## src/hw/rtl/frmm_pkg.sv

```systemverilog
`timescale 1ns / 1ps
// ----------------------------------------------------------------------------
// Flight record min/max statistics package
// Shared types, statistic codes and the statistic selection function.
// ----------------------------------------------------------------------------
package frmm_pkg;

    localparam int unsigned TimeDeltaW = 16;
    localparam int unsigned AltitudeW  = 21;
    localparam int unsigned TempW      = 16;
    localparam int unsigned PressureW  = 18;
    localparam int unsigned AccelW     = 13;
    localparam int unsigned DurationW  = 31;
    localparam int unsigned StatCodeW  = 4;
    localparam int unsigned StatValueW = 32;

    // Statistic codes, in emission order
    typedef enum logic [StatCodeW-1:0] {
        STAT_DURATION   = 4'd0,
        STAT_ALT_MIN    = 4'd1,
        STAT_ALT_MAX    = 4'd2,
        STAT_TEMP_MIN   = 4'd3,
        STAT_TEMP_MAX   = 4'd4,
        STAT_PRESS_MIN  = 4'd5,
        STAT_PRESS_MAX  = 4'd6,
        STAT_ACCX_MIN   = 4'd7,
        STAT_ACCX_MAX   = 4'd8,
        STAT_ACCY_MIN   = 4'd9,
        STAT_ACCY_MAX   = 4'd10,
        STAT_ACCZ_MIN   = 4'd11,
        STAT_ACCZ_MAX   = 4'd12
    } stat_code_t;

    // Full set of running statistics
    typedef struct packed {
        logic        [DurationW-1:0] duration;
        logic signed [AltitudeW-1:0] alt_low;
        logic signed [AltitudeW-1:0] alt_high;
        logic signed [TempW-1:0]     temp_low;
        logic signed [TempW-1:0]     temp_high;
        logic        [PressureW-1:0] press_low;
        logic        [PressureW-1:0] press_high;
        logic signed [AccelW-1:0]    accx_low;
        logic signed [AccelW-1:0]    accx_high;
        logic signed [AccelW-1:0]    accy_low;
        logic signed [AccelW-1:0]    accy_high;
        logic signed [AccelW-1:0]    accz_low;
        logic signed [AccelW-1:0]    accz_high;
    } stats_t;

    // Pick one statistic and extend it to the output width
    function automatic logic [StatValueW-1:0] stat_value(input stats_t s,
                                                         input stat_code_t c);
        logic [StatValueW-1:0] v;
        case (c)
            STAT_DURATION:  v = StatValueW'(s.duration);
            STAT_ALT_MIN:   v = StatValueW'(s.alt_low);
            STAT_ALT_MAX:   v = StatValueW'(s.alt_high);
            STAT_TEMP_MIN:  v = StatValueW'(s.temp_low);
            STAT_TEMP_MAX:  v = StatValueW'(s.temp_high);
            STAT_PRESS_MIN: v = StatValueW'(s.press_low);
            STAT_PRESS_MAX: v = StatValueW'(s.press_high);
            STAT_ACCX_MIN:  v = StatValueW'(s.accx_low);
            STAT_ACCX_MAX:  v = StatValueW'(s.accx_high);
            STAT_ACCY_MIN:  v = StatValueW'(s.accy_low);
            STAT_ACCY_MAX:  v = StatValueW'(s.accy_high);
            STAT_ACCZ_MIN:  v = StatValueW'(s.accz_low);
            STAT_ACCZ_MAX:  v = StatValueW'(s.accz_high);
            default:        v = '0;
        endcase
        return v;
    endfunction

endpackage

```

## src/hw/rtl/frmm_if.sv

```systemverilog
`timescale 1ns / 1ps
// ----------------------------------------------------------------------------
// Flight record min/max statistics channels
// Valid/ready channels for sensor record items and statistic items.
// ----------------------------------------------------------------------------
interface frmm_rec_if;
    logic                                      valid;
    logic                                      ready;
    logic                                      first_record;
    logic                                      last_record;
    logic        [frmm_pkg::TimeDeltaW-1:0]    time_delta;
    logic signed [frmm_pkg::AltitudeW-1:0]     altitude;
    logic signed [frmm_pkg::TempW-1:0]         temperature;
    logic        [frmm_pkg::PressureW-1:0]     pressure;
    logic signed [frmm_pkg::AccelW-1:0]        accel_x;
    logic signed [frmm_pkg::AccelW-1:0]        accel_y;
    logic signed [frmm_pkg::AccelW-1:0]        accel_z;

    modport source (
        output valid, first_record, last_record, time_delta, altitude,
               temperature, pressure, accel_x, accel_y, accel_z,
        input  ready
    );
    modport sink (
        input  valid, first_record, last_record, time_delta, altitude,
               temperature, pressure, accel_x, accel_y, accel_z,
        output ready
    );
endinterface

interface frmm_stat_if;
    logic                                  valid;
    logic                                  ready;
    logic        [frmm_pkg::StatCodeW-1:0]  stat_code;
    logic signed [frmm_pkg::StatValueW-1:0] stat_value;
    logic                                  end_of_run;

    modport source (
        output valid, stat_code, stat_value, end_of_run,
        input  ready
    );
    modport sink (
        input  valid, stat_code, stat_value, end_of_run,
        output ready
    );
endinterface

```

## src/hw/rtl/frmm_stats.sv

```systemverilog
`timescale 1ns / 1ps
// ----------------------------------------------------------------------------
// Flight record min/max statistics update stage
// Registers each record, folds it into the running statistics and hands a
// snapshot to the emitter when the record closes a run.
// ----------------------------------------------------------------------------
module frmm_stats (
    input  logic              clk,
    input  logic              rst_n,
    frmm_rec_if.sink          rec,
    input  logic              snap_ready,
    output logic              snap_load,
    output frmm_pkg::stats_t  snap_data
);

    // Input register
    logic                                  s1_valid_reg, s1_valid_next;
    logic                                  s1_first_reg, s1_last_reg;
    logic        [frmm_pkg::TimeDeltaW-1:0] s1_td_reg;
    logic signed [frmm_pkg::AltitudeW-1:0]  s1_alt_reg;
    logic signed [frmm_pkg::TempW-1:0]      s1_temp_reg;
    logic        [frmm_pkg::PressureW-1:0]  s1_press_reg;
    logic signed [frmm_pkg::AccelW-1:0]     s1_accx_reg, s1_accy_reg, s1_accz_reg;

    frmm_pkg::stats_t stats_reg, stats_next, base;
    logic [frmm_pkg::DurationW:0] dur_sum;
    logic advance, rec_take;

    // A last record waits in the input register until the emitter is free
    assign advance   = s1_valid_reg && (!s1_last_reg || snap_ready);
    assign rec.ready = !s1_valid_reg || advance;
    assign rec_take  = rec.valid && rec.ready;

    always_comb
    begin
        s1_valid_next = s1_valid_reg;
        if (rec_take)
            s1_valid_next = 1'b1;
        else if (advance)
            s1_valid_next = 1'b0;
    end

    always_ff @(posedge clk or negedge rst_n)
    begin
        if (!rst_n)
            s1_valid_reg <= 1'b0;
        else
            s1_valid_reg <= s1_valid_next;
    end

    always_ff @(posedge clk)
    begin
        if (rec_take)
        begin
            s1_first_reg <= rec.first_record;
            s1_last_reg  <= rec.last_record;
            s1_td_reg    <= rec.time_delta;
            s1_alt_reg   <= rec.altitude;
            s1_temp_reg  <= rec.temperature;
            s1_press_reg <= rec.pressure;
            s1_accx_reg  <= rec.accel_x;
            s1_accy_reg  <= rec.accel_y;
            s1_accz_reg  <= rec.accel_z;
        end
    end

    // Statistics update: clear on first record, saturating duration, extremes
    always_comb
    begin
        base       = s1_first_reg ? '0 : stats_reg;
        stats_next = base;
        dur_sum    = {1'b0, base.duration} + (frmm_pkg::DurationW + 1)'(s1_td_reg);
        stats_next.duration = dur_sum[frmm_pkg::DurationW] ? '1
                                                           : dur_sum[frmm_pkg::DurationW-1:0];
        if (s1_alt_reg < base.alt_low)     stats_next.alt_low    = s1_alt_reg;
        if (s1_alt_reg > base.alt_high)    stats_next.alt_high   = s1_alt_reg;
        if (s1_temp_reg < base.temp_low)   stats_next.temp_low   = s1_temp_reg;
        if (s1_temp_reg > base.temp_high)  stats_next.temp_high  = s1_temp_reg;
        if (s1_press_reg < base.press_low) stats_next.press_low  = s1_press_reg;
        if (s1_press_reg > base.press_high) stats_next.press_high = s1_press_reg;
        if (s1_accx_reg < base.accx_low)   stats_next.accx_low   = s1_accx_reg;
        if (s1_accx_reg > base.accx_high)  stats_next.accx_high  = s1_accx_reg;
        if (s1_accy_reg < base.accy_low)   stats_next.accy_low   = s1_accy_reg;
        if (s1_accy_reg > base.accy_high)  stats_next.accy_high  = s1_accy_reg;
        if (s1_accz_reg < base.accz_low)   stats_next.accz_low   = s1_accz_reg;
        if (s1_accz_reg > base.accz_high)  stats_next.accz_high  = s1_accz_reg;
    end

    always_ff @(posedge clk or negedge rst_n)
    begin
        if (!rst_n)
            stats_reg <= '0;
        else if (advance)
            stats_reg <= stats_next;
    end

    // Snapshot to the emitter includes the closing record
    assign snap_load = advance && s1_last_reg;
    assign snap_data = stats_next;

endmodule

```

## src/hw/rtl/frmm_emit.sv

```systemverilog
`timescale 1ns / 1ps
// ----------------------------------------------------------------------------
// Flight record min/max statistics emitter
// Holds a snapshot of the statistics and sends it out as a run of 13 items
// through an output register.
// ----------------------------------------------------------------------------
module frmm_emit (
    input  logic              clk,
    input  logic              rst_n,
    input  logic              snap_load,
    input  frmm_pkg::stats_t  snap_data,
    output logic              snap_ready,
    frmm_stat_if.source       stat
);

    frmm_pkg::stats_t snap_reg;
    logic busy_reg, busy_next;
    logic [frmm_pkg::StatCodeW-1:0] idx_reg, idx_next;

    logic out_valid_reg, out_valid_next;
    logic [frmm_pkg::StatCodeW-1:0]  code_reg;
    logic [frmm_pkg::StatValueW-1:0] value_reg;
    logic eor_reg;

    logic fill, last_fill, is_last;

    // Output slot can take a new item when empty or being drained
    assign is_last    = (idx_reg == frmm_pkg::STAT_ACCZ_MAX);
    assign fill       = busy_reg && (!out_valid_reg || stat.ready);
    assign last_fill  = fill && is_last;
    assign snap_ready = !busy_reg || last_fill;

    // Run sequencing
    always_comb
    begin
        busy_next = busy_reg;
        idx_next  = idx_reg;
        if (snap_load)
        begin
            busy_next = 1'b1;
            idx_next  = frmm_pkg::STAT_DURATION;
        end
        else if (last_fill)
        begin
            busy_next = 1'b0;
        end
        else if (fill)
        begin
            idx_next = idx_reg + 1'b1;
        end
    end

    always_comb
    begin
        out_valid_next = out_valid_reg;
        if (fill)
            out_valid_next = 1'b1;
        else if (stat.ready)
            out_valid_next = 1'b0;
    end

    always_ff @(posedge clk or negedge rst_n)
    begin
        if (!rst_n)
        begin
            busy_reg      <= 1'b0;
            idx_reg       <= '0;
            out_valid_reg <= 1'b0;
        end
        else
        begin
            busy_reg      <= busy_next;
            idx_reg       <= idx_next;
            out_valid_reg <= out_valid_next;
        end
    end

    // Snapshot and output payload
    always_ff @(posedge clk)
    begin
        if (snap_load)
            snap_reg <= snap_data;
        if (fill)
        begin
            code_reg  <= idx_reg;
            value_reg <= frmm_pkg::stat_value(snap_reg, frmm_pkg::stat_code_t'(idx_reg));
            eor_reg   <= is_last;
        end
    end

    assign stat.valid      = out_valid_reg;
    assign stat.stat_code  = code_reg;
    assign stat.stat_value = value_reg;
    assign stat.end_of_run = eor_reg;

endmodule

```

## src/hw/rtl/flight_record_min_max_stats_core.sv

```systemverilog
`timescale 1ns / 1ps
// A record enters the input register, then the statistics register; a run's
// first item passes the input, snapshot and output registers. Throughput: one
// record per cycle, but a closing record waits in the input register while a
// run is under way; a run's 13 items leave one per cycle while stat is ready.
// Reset: rst_n clears all statistics to zero and empties both channels.
// ----------------------------------------------------------------------------
// Flight record min/max statistics core
// Running minimum, maximum and saturating duration over logged sensor records.
// ----------------------------------------------------------------------------
module flight_record_min_max_stats_core (
    input  logic          clk,
    input  logic          rst_n,
    frmm_rec_if.sink      rec,
    frmm_stat_if.source   stat
);

    logic             snap_ready;
    logic             snap_load;
    frmm_pkg::stats_t snap_data;

    frmm_stats u_stats (
        .clk        (clk),
        .rst_n      (rst_n),
        .rec        (rec),
        .snap_ready (snap_ready),
        .snap_load  (snap_load),
        .snap_data  (snap_data)
    );

    frmm_emit u_emit (
        .clk        (clk),
        .rst_n      (rst_n),
        .snap_load  (snap_load),
        .snap_data  (snap_data),
        .snap_ready (snap_ready),
        .stat       (stat)
    );

endmodule

```

## src/flat_wrapper.sv

```systemverilog
// flat-port wrapper written by rule: the top's interface ports become plain ports
module flight_record_min_max_stats_core_flat 
  (clk, rst_n, rec_valid, rec_first_record, rec_last_record, rec_time_delta, rec_altitude, rec_temperature, rec_pressure, rec_accel_x, rec_accel_y, rec_accel_z, rec_ready, stat_valid, stat_stat_code, stat_stat_value, stat_end_of_run, stat_ready);
  frmm_rec_if rec_i ();
  frmm_stat_if stat_i ();
  input  logic clk;
  input  logic rst_n;
  input wire logic [$bits(rec_i.valid)-1:0] rec_valid;
  input wire logic [$bits(rec_i.first_record)-1:0] rec_first_record;
  input wire logic [$bits(rec_i.last_record)-1:0] rec_last_record;
  input wire logic [$bits(rec_i.time_delta)-1:0] rec_time_delta;
  input wire logic [$bits(rec_i.altitude)-1:0] rec_altitude;
  input wire logic [$bits(rec_i.temperature)-1:0] rec_temperature;
  input wire logic [$bits(rec_i.pressure)-1:0] rec_pressure;
  input wire logic [$bits(rec_i.accel_x)-1:0] rec_accel_x;
  input wire logic [$bits(rec_i.accel_y)-1:0] rec_accel_y;
  input wire logic [$bits(rec_i.accel_z)-1:0] rec_accel_z;
  output wire logic [$bits(rec_i.ready)-1:0] rec_ready;
  output wire logic [$bits(stat_i.valid)-1:0] stat_valid;
  output wire logic [$bits(stat_i.stat_code)-1:0] stat_stat_code;
  output wire logic [$bits(stat_i.stat_value)-1:0] stat_stat_value;
  output wire logic [$bits(stat_i.end_of_run)-1:0] stat_end_of_run;
  input wire logic [$bits(stat_i.ready)-1:0] stat_ready;
  assign rec_i.valid = rec_valid;
  assign rec_i.first_record = rec_first_record;
  assign rec_i.last_record = rec_last_record;
  assign rec_i.time_delta = rec_time_delta;
  assign rec_i.altitude = rec_altitude;
  assign rec_i.temperature = rec_temperature;
  assign rec_i.pressure = rec_pressure;
  assign rec_i.accel_x = rec_accel_x;
  assign rec_i.accel_y = rec_accel_y;
  assign rec_i.accel_z = rec_accel_z;
  assign rec_ready = rec_i.ready;
  assign stat_valid = stat_i.valid;
  assign stat_stat_code = stat_i.stat_code;
  assign stat_stat_value = stat_i.stat_value;
  assign stat_end_of_run = stat_i.end_of_run;
  assign stat_i.ready = stat_ready;
  flight_record_min_max_stats_core u_core (.clk(clk), .rst_n(rst_n), .rec(rec_i), .stat(stat_i));
endmodule
```

## config.mk

```make
export PLATFORM = sky130hd
export DESIGN_NAME = flight_record_min_max_stats_core_flat
export DESIGN_NICKNAME = d
export VERILOG_FILES = /design/src/hw/rtl/frmm_pkg.sv /design/src/hw/rtl/frmm_if.sv /design/src/hw/rtl/frmm_stats.sv /design/src/hw/rtl/frmm_emit.sv /design/src/hw/rtl/flight_record_min_max_stats_core.sv /design/src/flat_wrapper.sv
export SDC_FILE = /design/constraint.sdc
export NUM_CORES = 1
export LEC_CHECK = 0
export ABC_AREA = 1
export BUFFER_PORTS_ARGS = -buffer_cell sky130_fd_sc_hd__buf_2
export CAP_MARGIN = 5
export CORE_MARGIN = 8
export CORE_UTILIZATION = 60
export CTS_CLUSTER_SIZE = 30
export DETAILED_ROUTE_END_ITERATION = 10
export PLACE_DENSITY = 0.78
export SETUP_SLACK_MARGIN = 0.05
export SYNTH_ARGS = -nofsm -noshare
export SYNTH_HDL_FRONTEND = slang
export SYNTH_HIERARCHICAL = 1
export SYNTH_SLANG_ARGS = --single-unit
```

## constraint.sdc

```tcl
create_clock -name clk -period 8.6 [get_ports clk]
set_clock_uncertainty 0.15 [all_clocks]
set_input_delay 1.29 -clock clk [delete_from_list [all_inputs] [get_ports clk]]
set_output_delay 1.29 -clock clk [all_outputs]
set_load 0.03 [all_outputs]
```

== Word level (Yosys, flattened, before mapping) ==
Index checks and enable logic that the tools add are counted.

* Output and inout port bits: 39
* Register bits: 594
* Bits of input ports: 116

* Mux-type cells: 24
* Reduce and logical (&&, ||, !) cells: 19
* Add/sub/neg operators: 2
* Magnitude comparators: 12
* Equal/unequal tests: 13

{| class="wikitable"
|+ Operators with widths
! operator !! number
|-
| 32-bit one-hot mux with 13 select lines || 1
|-
| 219-bit two-way mux || 1
|-
| 13-bit two-way mux || 6
|-
| 21-bit two-way mux || 2
|-
| 13-bit greater-than comparator || 3
|-
| 13-bit < comparator || 3
|-
| 18-bit two-way mux || 2
|-
| 31-bit by 16-bit adder with 32-bit output || 1
|-
| 16-bit two-way mux || 2
|-
| 31-bit two-way mux || 1
|-
| 21-bit greater-than comparator || 1
|-
| 21-bit < comparator || 1
|-
| 4-bit == test (second input constant) || 5
|-
| 18-bit greater-than comparator || 1
|-
| 18-bit < comparator || 1
|-
| 4-bit by 3-bit == test with 1-bit output (second input constant) || 4
|-
| 16-bit greater-than comparator || 1
|-
| 16-bit < comparator || 1
|-
| 4-bit two-way mux || 3
|-
| 4-bit by 2-bit == test with 1-bit output (second input constant) || 2
|-
| 2-bit nonzero test || 4
|-
| 1-bit two-way mux || 6
|-
| 1-bit logical AND || 5
|-
| 4-bit by 1-bit adder with 4-bit output (second input constant) || 1
|-
| other kinds (6) || 12
|}

== Logic depth before layout (Yosys ltp) ==
* Word-level depth: 10
* Gate-level depth with buffers: 22

== Modules after synthesis ==
The synthesis kept the hierarchy.

{| class="wikitable"
|+ By module, submodules not included
! module !! times used !! cells each !! seq. area each (µm²) !! area each (µm²)
|-
| frmm_stats || 1 || 2939 || 8868.5 || 22285.1
|-
| frmm_emit || 1 || 870 || 7837.5 || 10659.0
|}

== Worst setup path after synthesis ==
OpenSTA, ideal clock, no wires.

* Kind: input to register
* From: in stat_ready
* To: reg u_core/u_emit/idx_reg[3] (netlist name)
* Setup time: 0.127 ns
* Stages: 13
* Arrival time: 7.930 ns
* Path slack: 0.393 ns
* Required time: 8.323 ns
* Cell sequence: inv_1 > nand2_1 > nand2_1 > o21ai_1 > inv_1 > a21oi_1 > clkbuf_1 > clkbuf_1 > nand2_1 > inv_1 > inv_1 > nand4_1 > nand2_1

* Cells in the longest elaborated chain, start to end: 9
* Elaborated cells on any way between the ends: 11

{| class="wikitable"
|+ RTL lines
! what !! RTL line !! RTL
|-
| start: declaration || flat_wrapper.sv:23 || <nowiki>input wire logic [$bits(stat_i.ready)-1:0] stat_ready;</nowiki>
|-
| 1-bit logical OR * || frmm_emit.sv:29 || <nowiki>assign fill = busy_reg && (!out_valid_reg || stat.ready);</nowiki>
|-
| 1-bit logical AND * || frmm_emit.sv:29 ||
|-
| 1-bit logical AND * || frmm_emit.sv:30 || <nowiki>assign last_fill = fill && is_last;</nowiki>
|-
| 1-bit logical OR * || frmm_emit.sv:31 || <nowiki>assign snap_ready = !busy_reg || last_fill;</nowiki>
|-
| net u_core.snap_ready || flight_record_min_max_stats_core.sv:18 || <nowiki>logic snap_ready;</nowiki>
|-
| 1-bit logical OR * || frmm_stats.sv:30 || <nowiki>assign advance = s1_valid_reg && (!s1_last_reg || snap_ready);</nowiki>
|-
| 1-bit logical AND * || frmm_stats.sv:30 ||
|-
| 1-bit logical AND * || frmm_stats.sv:98 || <nowiki>assign snap_load = advance && s1_last_reg;</nowiki>
|-
| net u_core.snap_load || flight_record_min_max_stats_core.sv:19 || <nowiki>logic snap_load;</nowiki>
|-
| 2-bit by 1-bit inequality test with 1-bit output (no line) / 2-bit nonzero test (equally long branches) || n/a ||
|-
| 2-bit AND reduction (no line) || n/a ||
|-
| end signal: assignment || frmm_emit.sv:73 || <nowiki>idx_reg <= idx_next;</nowiki>
|-
| end: declaration || frmm_emit.sv:18 || <nowiki>logic [frmm_pkg::StatCodeW-1:0] idx_reg, idx_next;</nowiki>
|}

The timed path passes the listed nets; every way through them passes the cells marked *.
A chain may end at the register's enable or synchronous reset.

==> results_dict.tcl <==
set metrics [dict create \
    status "completed" \
    core-area_sq_um 54660 \
    start_util 0.6027 \
    end_kind "register" \
    ys_seq_area_frac 0.5071 \
    fin_crit_ns 4.795 \
    ant_nets 0 \
    finalSetupTns_ns 0 \
    hpwl_um 59450 \
    seqCellArea_sq_um 16710 \
    critPathMaxFanout 71 \
    design.die.area_sq_um 62660 \
    grt_use_total 0.2705 \
    vias 26980 \
    placed_area_sq_um 33930 \
    stdcell_area_sq_um 36170 \
    portBuffers 154 \
    setup_violations 0 \
    worstPathCellList "inv_6 > buf_4 > nand2_1 > ha_1 > nand2_1 > inv_1 > nand3_1 > nor2_1 > nand4_1 > nand3_1 > o21ai_0 > and2_1" \
    grt_pass1_vias 25230 \
    clock-sinks 594 \
    die_h_um 250.3 \
    crit_start "u_core/u_stats/s1_first_reg" \
    syn-cell-area_sq_um 32940 \
    synthFlopType "edfxtp_1" \
    netlist_instances 3809 \
    synthDominantCellAreaShare 0.3354 \
    die_width_um 250.3 \
    hold_class "register to register" \
    grt_max_degree 232 \
    routed_wirelength_um 86250 \
    multiInputGateArea_sq_um 14090 \
    areaGrowthSynthToFinish_pct 9.802 \
    rsz0062_at_grt "false" \
    critical_path.top_delay_family "simple AND/OR/NAND/NOR gates" \
    initialDrtViolationCount 3173 \
    syn-num-nets 4128 \
    cts_buffers 61 \
    critPathBufInv 3 \
    synthDistinctLibCells 43 \
    synth_commonest_cells "nand2_1 (1202), nand3_1 (454), edfxtp_1 (368), inv_1 (294), dfrtp_1 (226)" \
    synth_area_leaders "edfxtp_1 (34%), dfrtp_1 (17%), nand2_1 (14%)" \
    yosysMostFrequentCell "nand2_1" \
    max_cap_viol_count 0 \
    relSlewSlack 0.1011 \
    tightest_slew_ns 1.348 \
    nNetsFinal 4194 \
    fmax_ghz 0.2086 \
    cts_buffer_depth 3 \
    grt_overflow 0 \
    clkLatencyLatePin_ns 0.64 \
    postCtsResizedCells 0 \
    clk_pin_slew_ns 0.06 \
    cts_root_buf "clkbuf_16" \
    antenna_found_initial 1 \
    routed_via_density 5.825 \
    post-synth-top-area-cell "edfxtp_1" \
    vdd_drop_max_v 0.0002124 \
    cp_slowest_cell "buf_4" \
    grt_pass1_wl_um 137100 \
    avgRoutedWirePerCell_um 18.62 \
    rr_startpoint "u_core/u_stats/s1_first_reg" \
    p_per_area_nw_per_um2 358.8 \
    htree_levels 2 \
    gp_congestion 0.9365 \
    p_leak_nw 17.20 \
    hold_start "u_core/u_stats/stats_reg[174]" \
    ctsHoldBuffers 0 \
    antenna_cells 0 \
    cpPeakStageDelay_ns 0.79 \
    drv_slew 0 \
    worst_setup_path_start_kind "register" \
    crit_arrival_ns 5.03 \
    ioPinCount 155 \
    row_count 86 \
    drc_errors 0 \
    yosysWarningCount 6 \
    cp.required_ns 8.83 \
    cts_tree "built" \
    crit_cells 12 \
    path_class "register to register" \
    nFillCells 4315 \
    hold_viol_final 0 \
    worstRegToRegCells 12 \
    post-cts-setup-buffers 0 \
    hold_depth 2 \
    fin_crit_sh 0.5575 \
    dr.pass1.iters 8 \
    syn_area_per_cell_sq_um 8.649 \
    async_flop_share 0.3805 \
    ys_seq_elements 594 \
    synth_edf_count 368 \
    drive_above_1_share 0.08452 \
]
-- layer usage --
| layer | wire (um) | track usage |
|---|---|---|
| met1 | 36780 | 0.3870 |
| met4 | 3263 | 0.09711 |
| met5 | 14 | 0 |
| met2 | 37700 | 0.4041 |
| met3 | 8486 | 0.05918 |
-- per-stage QoR --
step	hold slack [ns]	util	instances	total power (W)	setup slack [ns]
4_1_cts	0.3316	0.6618	4632	0.01292	3.961
2_1_floorplan	0.2761	-	3809	0.008472	0.3932
3_5_place_dp	0.3151	0.6207	4516	0.009952	3.874
6_report	0.3269	0.6618	4632	0.01298	3.805
3_3_place_gp	0.3108	0.6207	4516	0.009809	3.930
5_1_grt	0.3418	0.6618	4632	0.01379	3.467
-- cells in the final DEF (no fill, tap or decap), types with 3 or more instances in the layout --
cell type,count
ha_1,202
dfrtp_1,225
a21oi_1,89
nand3_2,14
bufinv_16,13
nand4_1,173
clkinv_2,14
o21bai_1,6
o211ai_1,6
nor2_1,200
clkbuf_8,4
inv_1,292
nand3_1,454
clkbuf_16,63
nand3b_1,8
nor4_1,3
o21ai_0,66
and2_1,172
nand2_2,13
clkinvlp_4,5
buf_4,19
clkinv_4,6
edfxtp_1,368
clkbuf_1,6
a21o_1,4
nand2_1,1202
o21ai_1,17
clkinv_1,40
buf_2,153
nor2_2,6
xor2_1,9
nor3_1,23
o21a_1,21
inv_6,6
-- cell families (layout without fill, tap and decap cells) --
| family | count (synthesis) | count (layout) | share of synthesized area |
|---|---|---|---|
| compound gates | 215 | 215 | 0.03631 |
| xor+xnor | 9 | 9 | 0.002393 |
| fa+ha+maj | 203 | 203 | 0.07733 |
| buf+inv | 509 | 628 | 0.06544 |
| flops | 594 | 594 | 0.5071 |
| simple gates | 2279 | 2279 | 0.3114 |
-- worst register-to-register path, stage by stage (launching register included) --
cell and delay, ns:
edfxtp_1 0.46, inv_6 0.42, buf_4 0.79, nand2_1 0.25
ha_1 0.34, nand2_1 0.06, inv_1 0.05, nand3_1 0.09
nor2_1 0.21, nand4_1 0.54, nand3_1 0.72, o21ai_0 0.25
and2_1 0.21
-- where the power goes --
group	switching, W	total, W	internal [W]
logic	0.00376	0.00536	0.00160
registers	0.000443	0.00468	0.00424
clock network	0.00117	0.00294	0.00177
total	0.00537	0.0130	0.00760
-- path summary, 6_finish.rpt --
| kind | to | slack [ns] |
|---|---|---|
| worst min-delay path | u_core/u_stats/stats_reg[174] | 0.33 |
| worst max-delay path | u_core/u_emit/snap_reg[26] | 3.81 |
| min in group asynchronous | u_core/u_stats/stats_reg[43] | 0.46 |
| max in group asynchronous | u_core/u_stats/stats_reg[137] | 6.45 |
| worst min register to register | u_core/u_stats/stats_reg[174] | 0.33 |
| worst max register to register | u_core/u_emit/snap_reg[26] | 3.81 |
-- final cells by class --
| class | instances | share of cell area |
|---|---|---|
| Multi-Input combinational cell | 2706 | 0.3896 |
| Clock buffer | 73 | 0.04573 |
| Clock inverter | 43 | 0.01629 |
| Tap cell | 704 | 0.02435 |
| Inverter | 337 | 0.03552 |
| Sequential cell | 594 | 0.4619 |
| Timing Repair Buffer | 175 | 0.02663 |
Note: power is estimated with default switching activity, not from simulation.
